## config.mk

```make
export PLATFORM = sky130hd
export DESIGN_NAME = obd_rpm_response_parser
export DESIGN_NICKNAME = d
export VERILOG_FILES = /design/src/rtl/orp_pkg.sv /design/src/rtl/orp_front.sv /design/src/rtl/orp_queue.sv /design/src/rtl/orp_back.sv /design/src/rtl/obd_rpm_response_parser.sv
export SDC_FILE = /design/constraint.sdc
export NUM_CORES = 1
export LEC_CHECK = 0
export BUFFER_PORTS_ARGS = -buffer_cell sky130_fd_sc_hd__buf_2
export CORE_MARGIN = 2
export CORE_UTILIZATION = 56
export CTS_BUF_LIST = sky130_fd_sc_hd__clkbuf_16
export DETAILED_ROUTE_END_ITERATION = 8
export PLACE_DENSITY = 0.84
export SLEW_MARGIN = 10
export SYNTH_ARGS = -nofsm -noshare
export SYNTH_HDL_FRONTEND = slang
export SYNTH_SLANG_ARGS = --single-unit
```

## constraint.sdc

```tcl
create_clock -name clk -period 2.9 [get_ports clk]
set_clock_uncertainty 0.2 [all_clocks]
set_input_delay 0.435 -clock clk [delete_from_list [all_inputs] [get_ports clk]]
set_output_delay 0.435 -clock clk [all_outputs]
set_load 0.05 [all_outputs]
```

## src/rtl/orp_pkg.sv

```systemverilog
`timescale 1ns / 1ps
package orp_pkg;

	// reply limits
	localparam logic [9:0] MAX_CHARS = 10'd1023;
	localparam logic [7:0] MAX_BYTES = 8'd128;

	// queue between front and back
	localparam int QDEPTH = 4;
	localparam int QAW    = $clog2(QDEPTH);

	// result status codes
	localparam logic [1:0] ST_FOUND = 2'd0;
	localparam logic [1:0] ST_ERROR = 2'd1;
	localparam logic [1:0] ST_NONE  = 2'd2;

	// pattern match phases: 41 0C A B
	localparam logic [2:0] PH_IDLE  = 3'd0;
	localparam logic [2:0] PH_41    = 3'd1;
	localparam logic [2:0] PH_0C    = 3'd2;
	localparam logic [2:0] PH_HIGH  = 3'd3;
	localparam logic [2:0] PH_FOUND = 3'd4;

	localparam logic [7:0] BYTE_MODE = 8'h41;
	localparam logic [7:0] BYTE_PID  = 8'h0C;

	// error texts, index 0 first, padded to eight
	typedef logic [0:7][7:0] txt_t;

	localparam txt_t TXT_NODATA = {8'h4E, 8'h4F, 8'h20, 8'h44, 8'h41, 8'h54, 8'h41, 8'h00};
	localparam txt_t TXT_UNABLE = {8'h55, 8'h4E, 8'h41, 8'h42, 8'h4C, 8'h45, 8'h00, 8'h00};
	localparam txt_t TXT_ERROR  = {8'h45, 8'h52, 8'h52, 8'h4F, 8'h52, 8'h00, 8'h00, 8'h00};
	localparam logic [2:0] LEN_NODATA = 3'd7;
	localparam logic [2:0] LEN_UNABLE = 3'd6;
	localparam logic [2:0] LEN_ERROR  = 3'd5;

	// one classified character as it travels through the queue
	typedef struct packed {
		logic [7:0] ch;
		logic       zero;
		logic       hex_ok;
		logic [3:0] nibble;
		logic       last;
	} char_entry_t;

	// returns {hit, next progress}; first letter of each text occurs once
	function automatic logic [3:0] text_step(input logic [2:0] prog, input logic [7:0] c,
			input txt_t txt, input logic [2:0] len);
		logic [2:0] p;
		logic       hit;
		begin
			p = (prog >= len) ? 3'd0 : prog;
			if (c == txt[p])
				p = p + 3'd1;
			else
				p = (c == txt[0]) ? 3'd1 : 3'd0;
			hit = (p >= len);
			if (hit)
				p = 3'd0;
			return {hit, p};
		end
	endfunction

endpackage

```

## src/rtl/orp_front.sv

```systemverilog
`timescale 1ns / 1ps
module orp_front import orp_pkg::*; (
	input  logic        in_valid,
	output logic        in_ready,
	input  logic [7:0]  char_in,
	input  logic        end_of_reply,
	output logic        push,
	output char_entry_t entry,
	input  logic        q_ready
);

	logic       is_dig;
	logic       is_uc;
	logic       is_lc;

	assign in_ready = q_ready;
	assign push     = in_valid && q_ready;

	always_comb begin
		is_dig = (char_in >= 8'h30) && (char_in <= 8'h39);
		is_uc  = (char_in >= 8'h41) && (char_in <= 8'h46);
		is_lc  = (char_in >= 8'h61) && (char_in <= 8'h66);
		entry.ch     = char_in;
		entry.zero   = (char_in == 8'h00);
		entry.hex_ok = is_dig || is_uc || is_lc;
		entry.last   = end_of_reply;
		if (is_dig)
			entry.nibble = char_in[3:0];
		else if (is_uc || is_lc)
			entry.nibble = char_in[3:0] + 4'd9; // 'A'/'a' low nibble is 1
		else
			entry.nibble = 4'd0;
	end

endmodule

```

## src/rtl/orp_queue.sv

```systemverilog
`timescale 1ns / 1ps
module orp_queue import orp_pkg::*; (
	input  logic        clk,
	input  logic        arst_n,
	input  logic        push,
	input  char_entry_t push_data,
	output logic        push_ready,
	input  logic        pop,
	output logic        head_valid,
	output char_entry_t head
);

	char_entry_t    mem_q [QDEPTH];
	logic [QAW-1:0] wr_ptr_q;
	logic [QAW-1:0] rd_ptr_q;
	logic [QAW:0]   count_q;
	logic           do_push;
	logic           do_pop;

	assign push_ready = (count_q != QAW'(0) + (QAW+1)'(QDEPTH));
	assign head_valid = (count_q != '0);
	assign head       = mem_q[rd_ptr_q];
	assign do_push    = push && push_ready;
	assign do_pop     = pop && head_valid;

	always_ff @(posedge clk) begin
		if (do_push)
			mem_q[wr_ptr_q] <= push_data;
	end

	always_ff @(posedge clk or negedge arst_n) begin
		if (!arst_n) begin
			wr_ptr_q <= '0;
			rd_ptr_q <= '0;
			count_q  <= '0;
		end else begin
			if (do_push)
				wr_ptr_q <= wr_ptr_q + QAW'(1);
			if (do_pop)
				rd_ptr_q <= rd_ptr_q + QAW'(1);
			if (do_push && !do_pop)
				count_q <= count_q + (QAW+1)'(1);
			else if (do_pop && !do_push)
				count_q <= count_q - (QAW+1)'(1);
		end
	end

	a_count_bound: assert property (@(posedge clk) disable iff (!arst_n)
		count_q <= (QAW+1)'(QDEPTH)) else $error("queue count overflow");
	a_full_blocks: assert property (@(posedge clk) disable iff (!arst_n)
		(count_q == (QAW+1)'(QDEPTH)) && !do_pop |=> count_q == (QAW+1)'(QDEPTH))
		else $error("queue lost an entry while full");
	a_ptr_gap: assert property (@(posedge clk) disable iff (!arst_n)
		(count_q == '0) || (count_q == (QAW+1)'(QDEPTH)) |-> wr_ptr_q == rd_ptr_q)
		else $error("queue pointers out of step");

endmodule

```

## src/rtl/orp_back.sv

```systemverilog
`timescale 1ns / 1ps
module orp_back import orp_pkg::*; (
	input  logic        clk,
	input  logic        arst_n,
	input  logic        head_valid,
	input  char_entry_t head,
	output logic        pop,
	output logic        out_valid,
	input  logic        out_ready,
	output logic [1:0]  status,
	output logic [15:0] rpm_quarters
);

	logic [2:0] nodata_q, unable_q, errtxt_q;
	logic       err_q, term_q, half_q;
	logic [9:0] chars_q;
	logic [3:0] nib_q;
	logic [7:0] bytes_q;
	logic [2:0] phase_q;
	logic [7:0] hi_q, lo_q;

	logic [2:0] nodata_n, unable_n, errtxt_n;
	logic       err_n, term_n, half_n;
	logic [9:0] chars_n;
	logic [3:0] nib_n;
	logic [7:0] bytes_n;
	logic [2:0] phase_n;
	logic [7:0] hi_n, lo_n;
	logic [3:0] r_nodata, r_unable, r_errtxt;
	logic [7:0] byte_v;

	logic        out_valid_q;
	logic [1:0]  status_q;
	logic [15:0] rpm_q;

	// a last beat needs the output register free
	assign pop = head_valid && (!head.last || !out_valid_q || out_ready);

	always_comb begin
		nodata_n = nodata_q; unable_n = unable_q; errtxt_n = errtxt_q;
		err_n = err_q; term_n = term_q; half_n = half_q;
		chars_n = chars_q; nib_n = nib_q; bytes_n = bytes_q;
		phase_n = phase_q; hi_n = hi_q; lo_n = lo_q;
		r_nodata = text_step(nodata_q, head.ch, TXT_NODATA, LEN_NODATA);
		r_unable = text_step(unable_q, head.ch, TXT_UNABLE, LEN_UNABLE);
		r_errtxt = text_step(errtxt_q, head.ch, TXT_ERROR, LEN_ERROR);
		byte_v   = {nib_q, head.nibble};
		if (!term_q) begin
			if (head.zero) begin
				term_n = 1'b1;
			end else begin
				nodata_n = r_nodata[2:0];
				unable_n = r_unable[2:0];
				errtxt_n = r_errtxt[2:0];
				if (r_nodata[3] || r_unable[3] || r_errtxt[3])
					err_n = 1'b1;
				if (chars_q < MAX_CHARS) begin
					chars_n = chars_q + 10'd1;
					if (!head.hex_ok) begin
						half_n = 1'b0;
					end else if (!half_q) begin
						nib_n  = head.nibble;
						half_n = 1'b1;
					end else begin
						half_n = 1'b0;
						if (bytes_q < MAX_BYTES) begin
							bytes_n = bytes_q + 8'd1;
							case (phase_q)
								PH_IDLE: begin
									phase_n = (byte_v == BYTE_MODE) ? PH_41 : PH_IDLE;
								end
								PH_41: begin
									if (byte_v == BYTE_PID)
										phase_n = PH_0C;
									else
										phase_n = (byte_v == BYTE_MODE) ? PH_41 : PH_IDLE;
								end
								PH_0C: begin
									hi_n    = byte_v;
									phase_n = PH_HIGH;
								end
								PH_HIGH: begin
									lo_n    = byte_v;
									phase_n = PH_FOUND;
								end
								default: ;
							endcase
						end
					end
				end
			end
		end
	end

	always_ff @(posedge clk or negedge arst_n) begin
		if (!arst_n) begin
			nodata_q <= '0; unable_q <= '0; errtxt_q <= '0;
			err_q <= 1'b0; term_q <= 1'b0; half_q <= 1'b0;
			chars_q <= '0; nib_q <= '0; bytes_q <= '0;
			phase_q <= PH_IDLE; hi_q <= '0; lo_q <= '0;
		end else if (pop) begin
			if (head.last) begin
				nodata_q <= '0; unable_q <= '0; errtxt_q <= '0;
				err_q <= 1'b0; term_q <= 1'b0; half_q <= 1'b0;
				chars_q <= '0; nib_q <= '0; bytes_q <= '0;
				phase_q <= PH_IDLE; hi_q <= '0; lo_q <= '0;
			end else begin
				nodata_q <= nodata_n; unable_q <= unable_n; errtxt_q <= errtxt_n;
				err_q <= err_n; term_q <= term_n; half_q <= half_n;
				chars_q <= chars_n; nib_q <= nib_n; bytes_q <= bytes_n;
				phase_q <= phase_n; hi_q <= hi_n; lo_q <= lo_n;
			end
		end
	end

	always_ff @(posedge clk or negedge arst_n) begin
		if (!arst_n) begin
			out_valid_q <= 1'b0;
		end else if (pop && head.last) begin
			out_valid_q <= 1'b1;
		end else if (out_ready) begin
			out_valid_q <= 1'b0;
		end
	end

	always_ff @(posedge clk) begin
		if (pop && head.last) begin
			if (err_n) begin
				status_q <= ST_ERROR;
				rpm_q    <= '0;
			end else if (phase_n == PH_FOUND) begin
				status_q <= ST_FOUND;
				rpm_q    <= {hi_n, lo_n};
			end else begin
				status_q <= ST_NONE;
				rpm_q    <= '0;
			end
		end
	end

	assign out_valid    = out_valid_q;
	assign status       = status_q;
	assign rpm_quarters = rpm_q;

	a_rpm_zero: assert property (@(posedge clk) disable iff (!arst_n)
		out_valid_q && (status_q != ST_FOUND) |-> rpm_q == '0)
		else $error("rpm nonzero without a reading");
	a_phase_range: assert property (@(posedge clk) disable iff (!arst_n)
		phase_q <= PH_FOUND) else $error("match phase out of range");
	a_byte_limit: assert property (@(posedge clk) disable iff (!arst_n)
		bytes_q <= MAX_BYTES) else $error("byte count past limit");
	a_no_overwrite: assert property (@(posedge clk) disable iff (!arst_n)
		out_valid_q && !out_ready |-> !(pop && head.last))
		else $error("result overwritten while held");

endmodule

```

## src/rtl/obd_rpm_response_parser.sv

```systemverilog
`timescale 1ns / 1ps
// Engine speed reply parser (mode 01, PID 0C).
// Input channel: one ASCII character per beat (char_in) with end_of_reply
// marking the final character; in_valid / in_ready handshake.
// Output channel: one result per reply, computed from the beat that carried
// end_of_reply: status (0 reading, 1 error text, 2 no reading) and
// rpm_quarters = (A << 8) | B, zero unless status is 0.
// Throughput: one character per cycle while in_ready is high. The front decodes hex and pushes
// into a 4-entry queue; the back updates the text matchers, byte packer
// and 41 0C matcher for one queue entry per cycle unless a result is held.
// Output path: the last character is registered in the queue, and the back
// registers out_valid when it pops that character from the queue.
// Reset: queue empty, all scan state cleared, no result pending.
// Receiver stall: the result is held in the output register; the back keeps
// consuming characters of the next reply but holds at its last character,
// and once the queue fills in_ready drops.
module obd_rpm_response_parser import orp_pkg::*; (
	input  logic        clk,
	input  logic        arst_n,
	input  logic        in_valid,
	output logic        in_ready,
	input  logic [7:0]  char_in,
	input  logic        end_of_reply,
	output logic        out_valid,
	input  logic        out_ready,
	output logic [1:0]  status,
	output logic [15:0] rpm_quarters
);

	logic        push;
	logic        q_ready;
	char_entry_t push_data;
	logic        pop;
	logic        head_valid;
	char_entry_t head;

	orp_front u_front (
		.in_valid     (in_valid),
		.in_ready     (in_ready),
		.char_in      (char_in),
		.end_of_reply (end_of_reply),
		.push         (push),
		.entry        (push_data),
		.q_ready      (q_ready)
	);

	orp_queue u_queue (
		.clk        (clk),
		.arst_n     (arst_n),
		.push       (push),
		.push_data  (push_data),
		.push_ready (q_ready),
		.pop        (pop),
		.head_valid (head_valid),
		.head       (head)
	);

	orp_back u_back (
		.clk          (clk),
		.arst_n       (arst_n),
		.head_valid   (head_valid),
		.head         (head),
		.pop          (pop),
		.out_valid    (out_valid),
		.out_ready    (out_ready),
		.status       (status),
		.rpm_quarters (rpm_quarters)
	);

endmodule
```

==> flow_metrics.py <==
metrics = {
    "sta": {
        "post-route-period-util": 1.13,
        "finalCriticalPeriod_ns": 3.27,
        "tns_ns": -7.30,
        "fin_ws_ns": -0.372,
        "rsz0062_at_grt": "true",
        "tightest_slew_ns": 0.786,
        "whs_ns": 0.0387,
        "hold_viol_final": 0,
        "fmax_ghz": 0.306,
        "drv_slew": 0,
        "relSlewSlack": 0.476,
        "setup_viol": 39,
    },
    "floorplan": {
        "ios": 33,
        "start_util": 0.573,
        "die_area_um2": 13200,
        "die_h_um": 115,
        "coreArea_um2": 12000,
        "rows": 40,
        "die_width_um": 115,
    },
    "global_route": {
        "grt_pass1_wl_um": 25400,
        "grt_pass1_vias": 4957,
        "grt_start_max_net_pins": 35,
        "overflow": 0,
        "grtUsageTotal": 0.252,
        "antenna_found_initial": 0,
    },
    "yosys": {
        "synth.mux.area_fraction": 0.0864,
        "synthCells": 539,
        "netlist_area_um2": 6880,
        "synthSimpleGateAreaFrac": 0.151,
        "synth_warnings": 0,
        "synth_xor_area_frac": 0.0331,
        "syn_nets": 573,
        "synth_compound_area_frac": 0.0984,
        "avgSynthCellArea_um2": 12.8,
        "synth.distinct_cells": 74,
        "synth-seq-cells": 139,
        "synth_ff_type": "edfxtp_1",
        "synth_seq_area_share": 0.562,
        "synth_fa_ha_area_frac": 0.0393,
        "synth_edf_count": 78,
        "synth_top_family_by_area": "simple AND/OR/NAND/NOR gates",
        "synthArstFlopShare": 0.439,
    },
    "critical_path": {
        "end_kind": "flop",
        "reg2reg_depth": 11,
        "cp_max_fo": 8,
        "critPathArrivalTime_ns": 3.22,
        "cp-start-kind": "flop",
        "cp_data_required_time_ns": 2.84,
        "critical_path_class": "reg -> reg",
    },
    "layout": {
        "n_fill_cell": 737,
        "n_antenna_cell": 0,
        "nets": 667,
        "area_growth_syn_to_layout_pct": 23.6,
        "stdcell_area_um2": 8500,
        "drive_gt1_frac": 0.311,
    },
    "placed_design": {
        "hpwl_um": 9530,
        "dpl_cell_area_um2": 7490,
        "io_buffers": 32,
        "gp_congestion": 0.940,
    },
    "clock_network": {
        "clk_latency_ns": 0.42,
        "cts_buffers": 17,
        "htreeDepth": 4,
        "ctsRootBufferMaster": "clkbuf_16",
        "cts_sinks": 139,
        "cts_tree": "built",
        "clock_path_buffers": 2,
        "clk_pin_slew_worst_paths_ns": 0.06,
    },
    "run": {
        "maxCapViolCount": 0,
    },
    "power_and_ir_drop": {
        "power_density_nw_per_um2": 966,
        "max-vdd-ir-drop_v": 0.000608,
        "p_leak_nw": 3.49,
    },
    "route": {
        "drtIter0Drc": 421,
        "wire_per_inst_um": 20.1,
        "ant_nets": 0,
        "drcViolationCount": 0,
        "vias": 4896,
        "dr.pass1.iters": 5,
        "vias_per_cell": 6.17,
        "wl_um": 16000,
    },
    "outcome": {
        "outcome": "complete, but fails checks",
        "violations": "setup timing",
    },
    "min_path": {
        "hp-class": "in -> reg",
        "worstHoldPathCells": 1,
    },
}
final timing paths:
kind                                                  from                              endpoint  slack [ns]
setup / recovery           u_queue.rd_ptr_q[0]$_DFFE_PN0P_  u_back.rpm_quarters[9]$_SDFFCE_PP0P_       -0.37
hold / removal                                end_of_reply         u_queue.mem_q[1][0]$_DFFE_PP_        0.04
setup reg to reg           u_queue.rd_ptr_q[0]$_DFFE_PN0P_  u_back.rpm_quarters[9]$_SDFFCE_PP0P_       -0.37
hold reg to reg                 u_back.hi_q[6]$_DFFE_PN0P_            u_back.hi_q[6]$_DFFE_PN0P_        0.30
max in group asynchronous                           arst_n       u_queue.rd_ptr_q[1]$_DFFE_PN0P_        1.45
min in group asynchronous                           arst_n            u_back.hi_q[3]$_DFFE_PN0P_        0.42
logic make-up (layout without fill, tap and decap cells):
kind of cell               Yosys count  count (layout)
and+or+nand+nor                    183             183
DFF                                139             139
AOI/OAI and AO/OA                   90              90
muxes                               40              40
buffers and inverters               40             147
xor gates and xnor gates            26              26
adders and majority gates           21              21
synth_stat cells (all sizes together), types with 2 or more instances:
master / n / area [um2]
a21oi: 13 / 80.1
and2: 3 / 18.8
inv: 19 / 71.3
nor3b: 3 / 22.5
nand3b: 4 / 30.0
ha: 20 / 250
o22ai: 4 / 25.0
or3: 5 / 31.3
nor4: 11 / 98.8
and4: 2 / 20.0
or4: 3 / 22.5
nand4: 5 / 37.5
o211a: 2 / 20.0
o21ai: 15 / 78.8
nor2b: 7 / 43.8
o211ai: 2 / 15.0
a31oi: 5 / 31.3
or2: 3 / 18.8
nand2: 32 / 128
edfxtp: 78 / 2340
o21a: 3 / 22.5
buf: 13 / 104
mux2i: 20 / 200
nand2b: 7 / 51.3
a31o: 2 / 17.5
a21o: 3 / 22.5
o221ai: 2 / 17.5
and3: 11 / 68.8
xnor2: 17 / 149
clkbuf: 7 / 26.3
nor4b: 2 / 17.5
nor2: 42 / 163
nand3: 15 / 85.1
nor3: 25 / 150
dfrtp: 61 / 1530
mux2: 5 / 56.3
mux4: 15 / 338
xor2: 9 / 78.8
o31ai: 3 / 27.5
a22o: 26 / 228
cell type report:
cell class	count	area, um2	share of cell area
inverter	20	75.1	0.00883
multi-input combinational	360	3020	0.355
clock inverter	15	149	0.0175
timing repair buffer	95	783	0.0921
clock buffer	17	425	0.0500
tap	147	184	0.0216
sequential	139	3870	0.455
per-layer routing:
metal | global-route usage | part of all wire | vias to the layer above
met5 | 0 | 0 | -
li1 | - | - | 2223
met2 | 0.428 | 0.52 | 212
met1 | 0.312 | 0.40 | 2420
met3 | 0.0611 | 0.058 | 41
met4 | 0.0988 | 0.029 | 0
flip-flops by register name, indices dropped and copies added, names as in the netlist, 4 cells and up:
name / count
u_queue.mem_q: 60
u_back.rpm_quarters: 16
u_back.chars_q: 10
u_back.bytes_q: 8
u_back.hi_q: 8
u_back.lo_q: 8
u_back.nib_q: 4
worst max-delay path, stage by stage (launching register included):
cell and delay [ns]:
dfrtp_1 0.39, buf_12 0.15, mux4_2 0.52, buf_4 0.19
nor4b_1 0.41, a31o_2 0.26, nor3_4 0.05, nor3_2 0.27
a2111o_1 0.20, buf_12 0.16, buf_12 0.13, nor3_1 0.05
metrics by stage:
step | worst slack (ns) | total power [mW] | std cells | utilization
floorplan | -0.0417 | 4.75 | 539 | -
global placement | -0.0589 | 5.62 | 743 | 0.624
detailed placement | -0.139 | 5.75 | 743 | 0.624
CTS | -0.144 | 8.07 | 789 | 0.695
global route | -0.483 | 8.59 | 793 | 0.708
finish | -0.372 | 8.22 | 793 | 0.708
where the power goes:
group | internal [mW] | switching (mW)
combinational | 1.28 | 2.04
sequential | 2.55 | 0.243
clock | 1.26 | 0.842
timing repair:
action / 4_1_cts / 5_1_grt
pin swaps: 11 / 0
hold buffers: 1 / 0
resized for setup: 28 / 20
setup endpoints to repair: 43 / 57
buffers inserted: 11 / 3
gates cloned: 2 / 1
endpoints found under the hold margin: 31 / 0
layout by cell type, fill, tap and decap left out, types with 5 or more instances in the layout:
cell type | netlist | final
and3_1 | 11 | 10
mux2i_1 | 20 | 17
inv_1 | 18 | 17
xnor2_1 | 17 | 16
nor3_2 | 5 | 11
nor2b_1 | 7 | 7
o21ai_0 | 14 | 13
dfrtp_1 | 61 | 60
edfxtp_1 | 78 | 78
nand2b_1 | 6 | 6
buf_4 | 1 | 49
nor4_1 | 9 | 6
buf_2 | 5 | 32
a21oi_1 | 11 | 11
buf_12 | 0 | 6
nor3_1 | 20 | 10
or3_1 | 5 | 5
nor2_1 | 40 | 39
ha_1 | 20 | 20
clkbuf_16 | 0 | 18
mux2_2 | 5 | 5
xor2_1 | 9 | 9
nand2_1 | 31 | 30
nand3_1 | 13 | 13
mux4_2 | 15 | 15
a22o_1 | 26 | 26
a31oi_1 | 5 | 5
No activity file was read; power rests on OpenSTA's default activity.
